`src/hw/rtl/ipv4af_pkg.sv`:
```
`timescale 1ns / 1ps

package ipv4af_pkg;

  localparam int TableEntries = 16;
  localparam int SlotIdxW     = (TableEntries > 1) ? $clog2(TableEntries) : 1;

  localparam logic ReqWrite = 1'b0;
  localparam logic ReqCheck = 1'b1;

  localparam logic [1:0] KindUnused = 2'd0;
  localparam logic [1:0] KindSingle = 2'd1;
  localparam logic [1:0] KindRange  = 2'd2;

  localparam logic CfgFilterEnable = 1'b0;
  localparam logic CfgFilterMode   = 1'b1;

  localparam logic ModeDeny  = 1'b0;
  localparam logic ModeAllow = 1'b1;

  typedef struct packed {
    logic [1:0]  kind;
    logic [31:0] low;
    logic [31:0] high;
  } entry_t;

  typedef struct packed {
    logic                en;
    logic [SlotIdxW-1:0] addr;
    entry_t              entry;
  } wr_req_t;

endpackage

```
`src/hw/rtl/ipv4_access_filter.sv`:
```
// IPv4 allow/deny filter over a table of TableEntries slots, each unused, a
// single address or an inclusive range. A write word stores one slot and its
// acknowledgement (reply_kind 0) is registered from the done state; a check
// word gets its verdict (reply_kind 1) after the scan has visited all slots,
// since the slot memory has one read port and the scan compares one slot per
// cycle, and the verdict is then registered from the done state. One word
// is in flight at a time; the next word is taken once the reply is registered.
// The table reads as all unused after reset. Registers: index 0 filter_enable
// (reset 0, 0 permits everything), index 1 filter_mode (reset 1, 0 deny,
// 1 allow); write them only while the block is idle.
`timescale 1ns / 1ps

module ipv4_access_filter (
  input  logic        clk_i,
  input  logic        rst_ni,
  input  logic        cfg_valid_i,
  output logic        cfg_ready_o,
  input  logic        cfg_index_i,
  input  logic        cfg_data_i,
  input  logic        in_valid_i,
  output logic        in_ready_o,
  input  logic        req_type_i,
  input  logic [3:0]  entry_index_i,
  input  logic [1:0]  entry_kind_i,
  input  logic [31:0] range_low_i,
  input  logic [31:0] range_high_i,
  input  logic [31:0] lookup_address_i,
  output logic        out_valid_o,
  input  logic        out_ready_i,
  output logic        reply_kind_o,
  output logic        permitted_o
);

  typedef enum logic [2:0] {
    StIdle = 3'b001,
    StScan = 3'b010,
    StDone = 3'b100
  } state_e;

  localparam logic [ipv4af_pkg::SlotIdxW-1:0] LastSlot =
    ipv4af_pkg::SlotIdxW'(ipv4af_pkg::TableEntries - 1);

  state_e                              state_q, state_d;
  logic [ipv4af_pkg::SlotIdxW-1:0]     cnt_q, cnt_d;
  logic                                any_q, any_d;
  logic                                kind_q, kind_d;
  logic [31:0]                         addr_q, addr_d;
  logic                                enable_q, mode_q;
  logic                                out_valid_q, out_valid_d;
  logic                                reply_kind_q, reply_kind_d;
  logic                                permitted_q, permitted_d;

  ipv4af_pkg::wr_req_t                 wr;
  logic [ipv4af_pkg::SlotIdxW-1:0]     rd_addr;
  ipv4af_pkg::entry_t                  rd_data;
  logic                                in_fire, slot_hit, verdict;

  ipv4af_table u_table (
    .clk_i     (clk_i),
    .rst_ni    (rst_ni),
    .wr_i      (wr),
    .rd_addr_i (rd_addr),
    .rd_data_o (rd_data)
  );

  assign cfg_ready_o  = 1'b1;
  assign in_ready_o   = (state_q == StIdle);
  assign in_fire      = in_valid_i && in_ready_o;
  assign out_valid_o  = out_valid_q;
  assign reply_kind_o = reply_kind_q;
  assign permitted_o  = permitted_q;

  always_comb begin
    wr.en          = in_fire && (req_type_i == ipv4af_pkg::ReqWrite) &&
                     (32'(entry_index_i) < ipv4af_pkg::TableEntries);
    wr.addr        = ipv4af_pkg::SlotIdxW'(entry_index_i);
    wr.entry.kind  = entry_kind_i;
    wr.entry.low   = range_low_i;
    wr.entry.high  = range_high_i;
  end

  assign rd_addr = (state_q == StScan) ? cnt_q + 1'b1 : '0;

  always_comb begin
    unique case (rd_data.kind)
      ipv4af_pkg::KindSingle: slot_hit = (addr_q == rd_data.low);
      ipv4af_pkg::KindRange:  slot_hit = (addr_q >= rd_data.low) && (addr_q <= rd_data.high);
      default:                slot_hit = 1'b0;
    endcase
  end

  always_comb begin
    if (!enable_q) begin
      verdict = 1'b1;
    end else if (mode_q == ipv4af_pkg::ModeDeny) begin
      verdict = !any_q;
    end else begin
      verdict = any_q;
    end
  end

  always_comb begin
    state_d      = state_q;
    cnt_d        = cnt_q;
    any_d        = any_q;
    kind_d       = kind_q;
    addr_d       = addr_q;
    out_valid_d  = out_valid_q && !out_ready_i;
    reply_kind_d = reply_kind_q;
    permitted_d  = permitted_q;
    unique case (state_q)
      StIdle: begin
        if (in_fire) begin
          kind_d = req_type_i;
          addr_d = lookup_address_i;
          cnt_d  = '0;
          any_d  = 1'b0;
          state_d = (req_type_i == ipv4af_pkg::ReqCheck) ? StScan : StDone;
        end
      end
      StScan: begin
        any_d = any_q | slot_hit;
        cnt_d = cnt_q + 1'b1;
        if (cnt_q == LastSlot) begin
          state_d = StDone;
        end
      end
      StDone: begin
        if (!out_valid_q || out_ready_i) begin
          out_valid_d  = 1'b1;
          reply_kind_d = kind_q;
          permitted_d  = (kind_q == ipv4af_pkg::ReqCheck) ? verdict : 1'b0;
          state_d      = StIdle;
        end
      end
      default: state_d = StIdle;
    endcase
  end

  always_ff @(posedge clk_i or negedge rst_ni) begin
    if (!rst_ni) begin
      state_q     <= StIdle;
      cnt_q       <= '0;
      any_q       <= 1'b0;
      kind_q      <= ipv4af_pkg::ReqWrite;
      out_valid_q <= 1'b0;
      enable_q    <= 1'b0;
      mode_q      <= ipv4af_pkg::ModeAllow;
    end else begin
      state_q     <= state_d;
      cnt_q       <= cnt_d;
      any_q       <= any_d;
      kind_q      <= kind_d;
      out_valid_q <= out_valid_d;
      if (cfg_valid_i) begin
        unique case (cfg_index_i)
          ipv4af_pkg::CfgFilterEnable: enable_q <= cfg_data_i;
          ipv4af_pkg::CfgFilterMode:   mode_q   <= cfg_data_i;
          default: ;
        endcase
      end
    end
  end

  always_ff @(posedge clk_i) begin
    addr_q       <= addr_d;
    reply_kind_q <= reply_kind_d;
    permitted_q  <= permitted_d;
  end

  a_accept_leaves_idle: assert property (@(posedge clk_i) disable iff (!rst_ni)
    in_fire |=> state_q != StIdle)
    else $error("accepted word did not start work");

  a_check_scan_starts_at_zero: assert property (@(posedge clk_i) disable iff (!rst_ni)
    in_fire && req_type_i == ipv4af_pkg::ReqCheck |=> state_q == StScan && cnt_q == '0)
    else $error("scan did not start at slot zero");

  a_reply_only_from_done: assert property (@(posedge clk_i) disable iff (!rst_ni)
    $rose(out_valid_q) |-> $past(state_q) == StDone)
    else $error("reply raised outside the result state");

  a_write_ack_not_permitted: assert property (@(posedge clk_i) disable iff (!rst_ni)
    out_valid_q && reply_kind_q == ipv4af_pkg::ReqWrite |-> !permitted_q)
    else $error("write acknowledgement carries a verdict");

  a_table_written_when_idle: assert property (@(posedge clk_i) disable iff (!rst_ni)
    wr.en |-> state_q == StIdle && !$past(state_q == StScan && cnt_q != LastSlot))
    else $error("table written during a scan");

endmodule

```
`src/hw/rtl/ipv4af_table.sv`:
```
`timescale 1ns / 1ps

module ipv4af_table (
  input  logic                             clk_i,
  input  logic                             rst_ni,
  input  ipv4af_pkg::wr_req_t              wr_i,
  input  logic [ipv4af_pkg::SlotIdxW-1:0]  rd_addr_i,
  output ipv4af_pkg::entry_t               rd_data_o
);

  ipv4af_pkg::entry_t                        mem_q [ipv4af_pkg::TableEntries];
  logic [ipv4af_pkg::TableEntries-1:0]       valid_q;
  ipv4af_pkg::entry_t                        rd_q;
  logic                                      rd_vld_q;

  always_ff @(posedge clk_i) begin
    if (wr_i.en) begin
      mem_q[wr_i.addr] <= wr_i.entry;
    end
    rd_q <= mem_q[rd_addr_i];
  end

  // per-slot valid bits: a slot never written reads as unused
  always_ff @(posedge clk_i or negedge rst_ni) begin
    if (!rst_ni) begin
      valid_q  <= '0;
      rd_vld_q <= 1'b0;
    end else begin
      if (wr_i.en) begin
        valid_q[wr_i.addr] <= 1'b1;
      end
      rd_vld_q <= valid_q[rd_addr_i];
    end
  end

  always_comb begin
    rd_data_o      = rd_q;
    rd_data_o.kind = rd_vld_q ? rd_q.kind : ipv4af_pkg::KindUnused;
  end

endmodule

```
`config.mk`:
```
export PLATFORM = sky130hd
export DESIGN_NAME = ipv4_access_filter
export DESIGN_NICKNAME = d
export VERILOG_FILES = /design/src/hw/rtl/ipv4af_pkg.sv /design/src/hw/rtl/ipv4_access_filter.sv /design/src/hw/rtl/ipv4af_table.sv
export SDC_FILE = /design/constraint.sdc
export NUM_CORES = 2
export LEC_CHECK = 0
export BUFFER_PORTS_ARGS = -buffer_cell sky130_fd_sc_hd__buf_2
export CORE_MARGIN = 2
export CORE_UTILIZATION = 45
export DETAILED_ROUTE_END_ITERATION = 7
export GPL_TIMING_DRIVEN = 0
export PLACE_DENSITY = 0.68
export SYNTH_ARGS = -nofsm -noshare
export SYNTH_HDL_FRONTEND = slang
export SYNTH_HIERARCHICAL = 1
export SYNTH_SLANG_ARGS = --single-unit
```
`constraint.sdc`:
```
create_clock -name clk_i -period 6.59 [get_ports clk_i]
set_input_delay 1.318 -clock clk_i [delete_from_list [all_inputs] [get_ports clk_i]]
set_output_delay 1.318 -clock clk_i [all_outputs]
set_load 0.03 [all_outputs]
```
# After elaboration in Yosys (flattened, before gate mapping)
# Memory sizes are Yosys's and may differ from the RTL's. A register that Yosys moved wholly into a read port is not among the register bits.
# Cells that the tools add are included.
dict set report totals {
  reg_bits 63
  out_inout_bits 5
  mem_count 1
  elab_cells 71
  in_bits 110
  ram_bits 1056
}
# name words width read_ports rd_clocked_by_memory_dff wr line_no
set mem_list {}
lappend mem_list {u_table.mem_q 16 66 1 1 1 ipv4af_table.sv:11} ;# ipv4af_pkg::entry_t mem_q [ipv4af_pkg::TableEntries];
dict set report classes {
  eq_ne 10
  magnitude_cmp 5
  add_sub_neg 1
  mux 22
  reduce_logical 16
  bitwise_logic 4
}
# op n
set ops {}
lappend ops {{32-bit equality test} 1}
lappend ops {{32-bit greater-or-equal comparator} 1}
lappend ops {{32-bit less-or-equal comparator} 1}
lappend ops {{16-bit bitwise OR} 1}
lappend ops {{3-bit 2-to-1 mux} 4}
lappend ops {{4-bit by 5-bit less-than comparator with 1-bit output, second input constant} 2}
lappend ops {{2-bit AND reduction} 5}
lappend ops {{1-bit 2-to-1 mux} 9}
lappend ops {{3-bit case mux with 3 select lines} 1}
lappend ops {{4-bit 2-to-1 mux} 2}
lappend ops {{4-bit case mux with 2 select lines} 1}
lappend ops {{1-bit logical AND} 5}
lappend ops {{4-bit by 1-bit adder with 4-bit output, second input constant} 1}
lappend ops {{1-bit binary-select mux with 4-bit select} 1}
lappend ops {{1-bit demux with 4-bit select} 1}
lappend ops {{4-bit equality test, second input constant} 1}
lappend ops {{4-bit by 1-bit greater-or-equal comparator with 1-bit output, second input constant} 1}
lappend ops {{2-bit by 1-bit inequality test with 1-bit output, second input constant} 2}
lappend ops {{1-bit case mux with 2 select lines} 2}
lappend ops {{3-bit by 1-bit equality test with 1-bit output, second input constant} 1}
lappend ops {{3-bit by 2-bit equality test with 1-bit output, second input constant} 1}
lappend ops {{3-bit equality test, second input constant} 1}
lappend ops {{1-bit zero test} 3}
lappend ops {{3-bit AND reduction} 1}
lappend ops {{other kinds (8)} 9}

# Logic depth before layout (Yosys ltp)
dict set report depth {
  depth_word 5
  ltp_mapped 9
  mapped_depth_nobuf 8
}

# Hierarchy
# Netlist, hierarchy kept.
# module seq_area_each_um2 instances cells_per_inst area_per_inst_um2
set by_module_without_submodules {}
lappend by_module_without_submodules {ipv4af_table 33457.1 1 1806 41922.7}
lappend by_module_without_submodules {ipv4_access_filter 1323.8 1 330 3276.9}

# Worst setup path before layout
# OpenSTA, ideal clock, no wires.
dict set report synth_path {
  path_type {input -> register}
  startpoint {input port in_valid_i}
  endpoint {register u_table/valid_q[0] (netlist bit)}
  path_slack_ns -0.611
  path_stages 5
  arrival_ns 7.108
  setup_time_ns 0.093
  required_ns 6.497
  path_cell_list {nand2_2 nor2_1 or3b_2 nor3_1 or2_2}
}
# element line_no
set synth_rtl {}
lappend synth_rtl {{start: declaration} ipv4_access_filter.sv:20} ;# input logic in_valid_i,
lappend synth_rtl {{end signal: assignment} ipv4af_table.sv:26} ;# valid_q <= '0;
lappend synth_rtl {{end signal: indexed assignment} ipv4af_table.sv:30} ;# valid_q[wr_i.addr] <= 1'b1;
lappend synth_rtl {{end: declaration} ipv4af_table.sv:12} ;# logic [ipv4af_pkg::TableEntries-1:0] valid_q;

# Worst setup path after layout
dict set report layout_path {
  startpoint {register state_q[0]}
  endpoint {register, netlist name u_table/rd_data_o[46]}
}
dict set report layout_via {
  elab_chain_cells 2
}
# element line_no
set layout_lines {}
lappend layout_lines {{start: declaration} ipv4_access_filter.sv:43} ;# state_e state_q, state_d;
lappend layout_lines {{start signal: assignment} ipv4_access_filter.sv:142} ;# state_q <= StIdle;
lappend layout_lines {{start signal: assignment} ipv4_access_filter.sv:150} ;# state_q <= state_d;
lappend layout_lines {{3-bit by 2-bit equality test with 1-bit output} ipv4_access_filter.sv:82} ;# assign rd_addr = (state_q == StScan) ? cnt_q + 1'b1 : '0;
lappend layout_lines {{4-bit 2-to-1 mux} ipv4_access_filter.sv:82}
# No other way between the ends.
# A chain may end at the register's enable or synchronous reset.

==> reports/results.txt <==
via count: 22519
P_leak: 17.2 nW
FFs w/ async S/R, synth: 2.45%
Area Growth Syn to Fin: 16.2%
final setup TNS: 0 ns
Post-DRT Antenna Nets: 0
Worst setup startpoint: state_q[0]
CTS hold repair buffers: 0
syn nets: 2313
WL/cell: 28.7 microns
WP data required: 7.16 ns
row cnt: 116
M2 GR Usage: 33.9%
Longest Clk Path Bufs: 3
Logic pwr share: 8.0%
# fillers: 7508
Clk Latency, worst-skew pair: 0.68 ns
Core Box Area: 99900 sq um
setup violators final: 0
height of the die: 321 microns
number of port buffers: 113
Crit path arrival time: 4.27 ns
Commonest cells post-synth: 1090 x edfxtp_1, 268 x mux4_2, 134 x a22oi_1, 91 x nand2_1, 87 x buf_4
Sw Pwr: 3.59 mW
P per Cell Area: 315 nW/um^2
slew margin rel.: 16.0%
RSZ-0062 raised after global routing: false
Worst Hold Class: reg2reg
max-cap violations: 0
drt total wl: 110000 microns
synthesized area per cell: 21.2 sq um
worst-margin pin slew: 1.26 ns
Seq/Total Area, Yosys: 76.9%
grt total ovfl: 0
outcome: finished clean
Max H-tree Level: 3
Placer Congestion: 0.862
CP max FO: 10
crit path launch type: flip-flop
clock transition at the registers of the reported paths: 0.06 ns
Starting Density: 45.3%
Hold Vio Cnt, Final: 0
cts repair resizes: 0
Die X: 321 microns
Top FF cell, synth: edfxtp_1
Synth warnings: 6
met1 usage: 31.1%
most common cell in the netlist: edfxtp_1
Yosys reg bits: 1185
synth top area cells: edfxtp_1 72%, mux4_2 13%, dfxtp_1 2.9%
clock power share: 39.8%
r2r startpoint: state_q[0]
hold depth: 1
die area: 103000 sq um
CTS tree: built
post-synth top area cell: edfxtp_1
Root Buffer: clkbuf_16
pre-CTS WS: 2.58 ns
pin count of the biggest net entering global routing: 36
Post-Syn Instances: 2136
Mapped Area: 45200 sq um
Post-CTS Setup Repair Bufs: 0
R2R depth: 8
final setup margin: 2.89 ns
Final Cycle Share: 56.2%
vias per cell: 5.89
Netlist cell types: 53
DR iter-0 viols: 2920
fmax: 0.270 GHz
R2R setup slack: 2.89 ns
EDFF count, synth: 1090
CP Class: reg2reg
Tmin final: 3.70 ns
io pins: 115
grt met3 use: 3.65%
nets@finish: 2599
Worst Setup End Kind: flip-flop
total CTS buffers: 115
Total GRT Usage: 21.4%
first-pass GRT wire length: 158000 microns
initial antenna violation count: 13
Final Cell Area: 52500 sq um
drt drc: 0
vias in the first global route: 22673
share of the synthesized area in the top cell type: 72.4%
Pins Over Slew Limit: 0
switching share of power: 21.7%
CTS sink cnt: 1185
Int Pwr: 12.9 mW
Reg power frac: 52.2%
DR pass1 iterations: 8
fraction of layout cells with a size suffix above 1: 29.6%
min-delay src: u_table/valid_q[9]
Peak VDD IR: 0.190 mV
Placed Instance Area: 48700 sq um
HPWL Detailed: 71400 microns
GR peak layer: met2
worst clock skew: 0.0316 ns
-- logic make-up (layout without fill, tap and decap cells) --
group | after synthesis | in the layout | synth area share (%)
muxes | 270 | 270 | 13.4
adders and majority gates | 67 | 67 | 1.85
buffers and inverters | 220 | 605 | 2.62
other | 1 | 4 | 0.00830
AOI/OAI and AO/OA | 197 | 197 | 3.07
xor gates and xnor gates | 3 | 3 | 0.0581
and+or+nand+nor | 193 | 193 | 2.04
DFF | 1185 | 1185 | 76.9
-- power by group through the flow --
| stage | registers (mW) | clock network (mW) | logic [mW] |
|---|---|---|---|
| 2_1_floorplan | 8.69 | 0 | 0.880 |
| 4_1_cts | 8.61 | 6.67 | 1.34 |
| 3_3_place_gp | 8.78 | 0 | 1.24 |
| 6_report | 8.62 | 6.57 | 1.33 |
| 3_5_place_dp | 8.77 | 0 | 1.33 |
| 5_1_grt | 8.63 | 6.96 | 1.44 |
-- final cells by class --
cell class              count  area, sq um  share of cell area [%]
plain buffers             154          935                    1.78
clock inverters            61          667                    1.27
inverters                  66          248                   0.472
clock buffers             155         3130                    5.96
flip-flops and latches   1185        34800                    66.2
repair buffers            169         1760                    3.35
diodes                      3         7.51                  0.0143
multi-input cells         731         9370                    17.8
well taps                1298         1620                    3.09
-- sequential cells by signal, indices dropped and copies added, names as in the netlist --
signal and flops:
cnt_q 4, u_table/rd_q 2, permitted_o 1, mode_q 1, out_valid_o 1, kind_q 1, u_table/rd_data_o 64, reply_kind_o 1
state_q 3, u_table/rd_vld_q 1, addr_q 32, u_table/valid_q 16, enable_q 1, u_table/mem_q 1056, any_q 1
-- final timing paths --
kind,endpoint
min,u_table/valid_q[9]
max,u_table/rd_data_o[46]
max reg2reg,u_table/rd_data_o[46]
max in group asynchronous,state_q[2]
min in group asynchronous,u_table/valid_q[0]
min reg2reg,u_table/valid_q[9]
-- through the flow --
step | hold WS [ns] | util (%) | total power, mW | std cells
detailed placement | 0.448 | 48.8 | 10.1 | 3603
CTS | 0.463 | 52.6 | 16.6 | 3819
global route | 0.474 | 52.6 | 17.0 | 3820
floorplan | 0.434 | - | 9.57 | 2136
finish | 0.464 | 52.6 | 16.5 | 3822
global placement | 0.446 | 47.5 | 10.0 | 3547
-- placed cells by master, fill, tap and decap left out, types with 26 or more instances in the layout --
cell type / Yosys / final
buf_2: 12 / 125
edfxtp_1: 1090 / 1090
a21oi_1: 27 / 27
dfrtp_1: 27 / 27
mux4_2: 268 / 268
a22oi_1: 134 / 134
inv_1: 65 / 65
clkbuf_1: 34 / 66
ha_1: 67 / 67
buf_12: 0 / 26
clkbuf_16: 0 / 117
dfxtp_1: 66 / 66
buf_4: 87 / 87
nand2_1: 91 / 91
-- layer usage --
metal	routed length (microns)	share of wire (%)	vias up
li1	-	-	9291
met1	45200	41	11914
met2	52200	48	1131
met3	10100	9.2	175
met4	2210	2.0	8
met5	55	0.050	-
-- worst max-delay path, stage by stage (launching register included) --
cell	delay [ns]
dfstp_2	0.38
nand2b_1	0.17
or2_4	0.27
nor2_1	0.29
nor2b_1	0.44
clkbuf_1	0.83
clkbuf_1	0.71
a22oi_1	0.25
nand2_1	0.24
(Power assumes the default switching activity.)
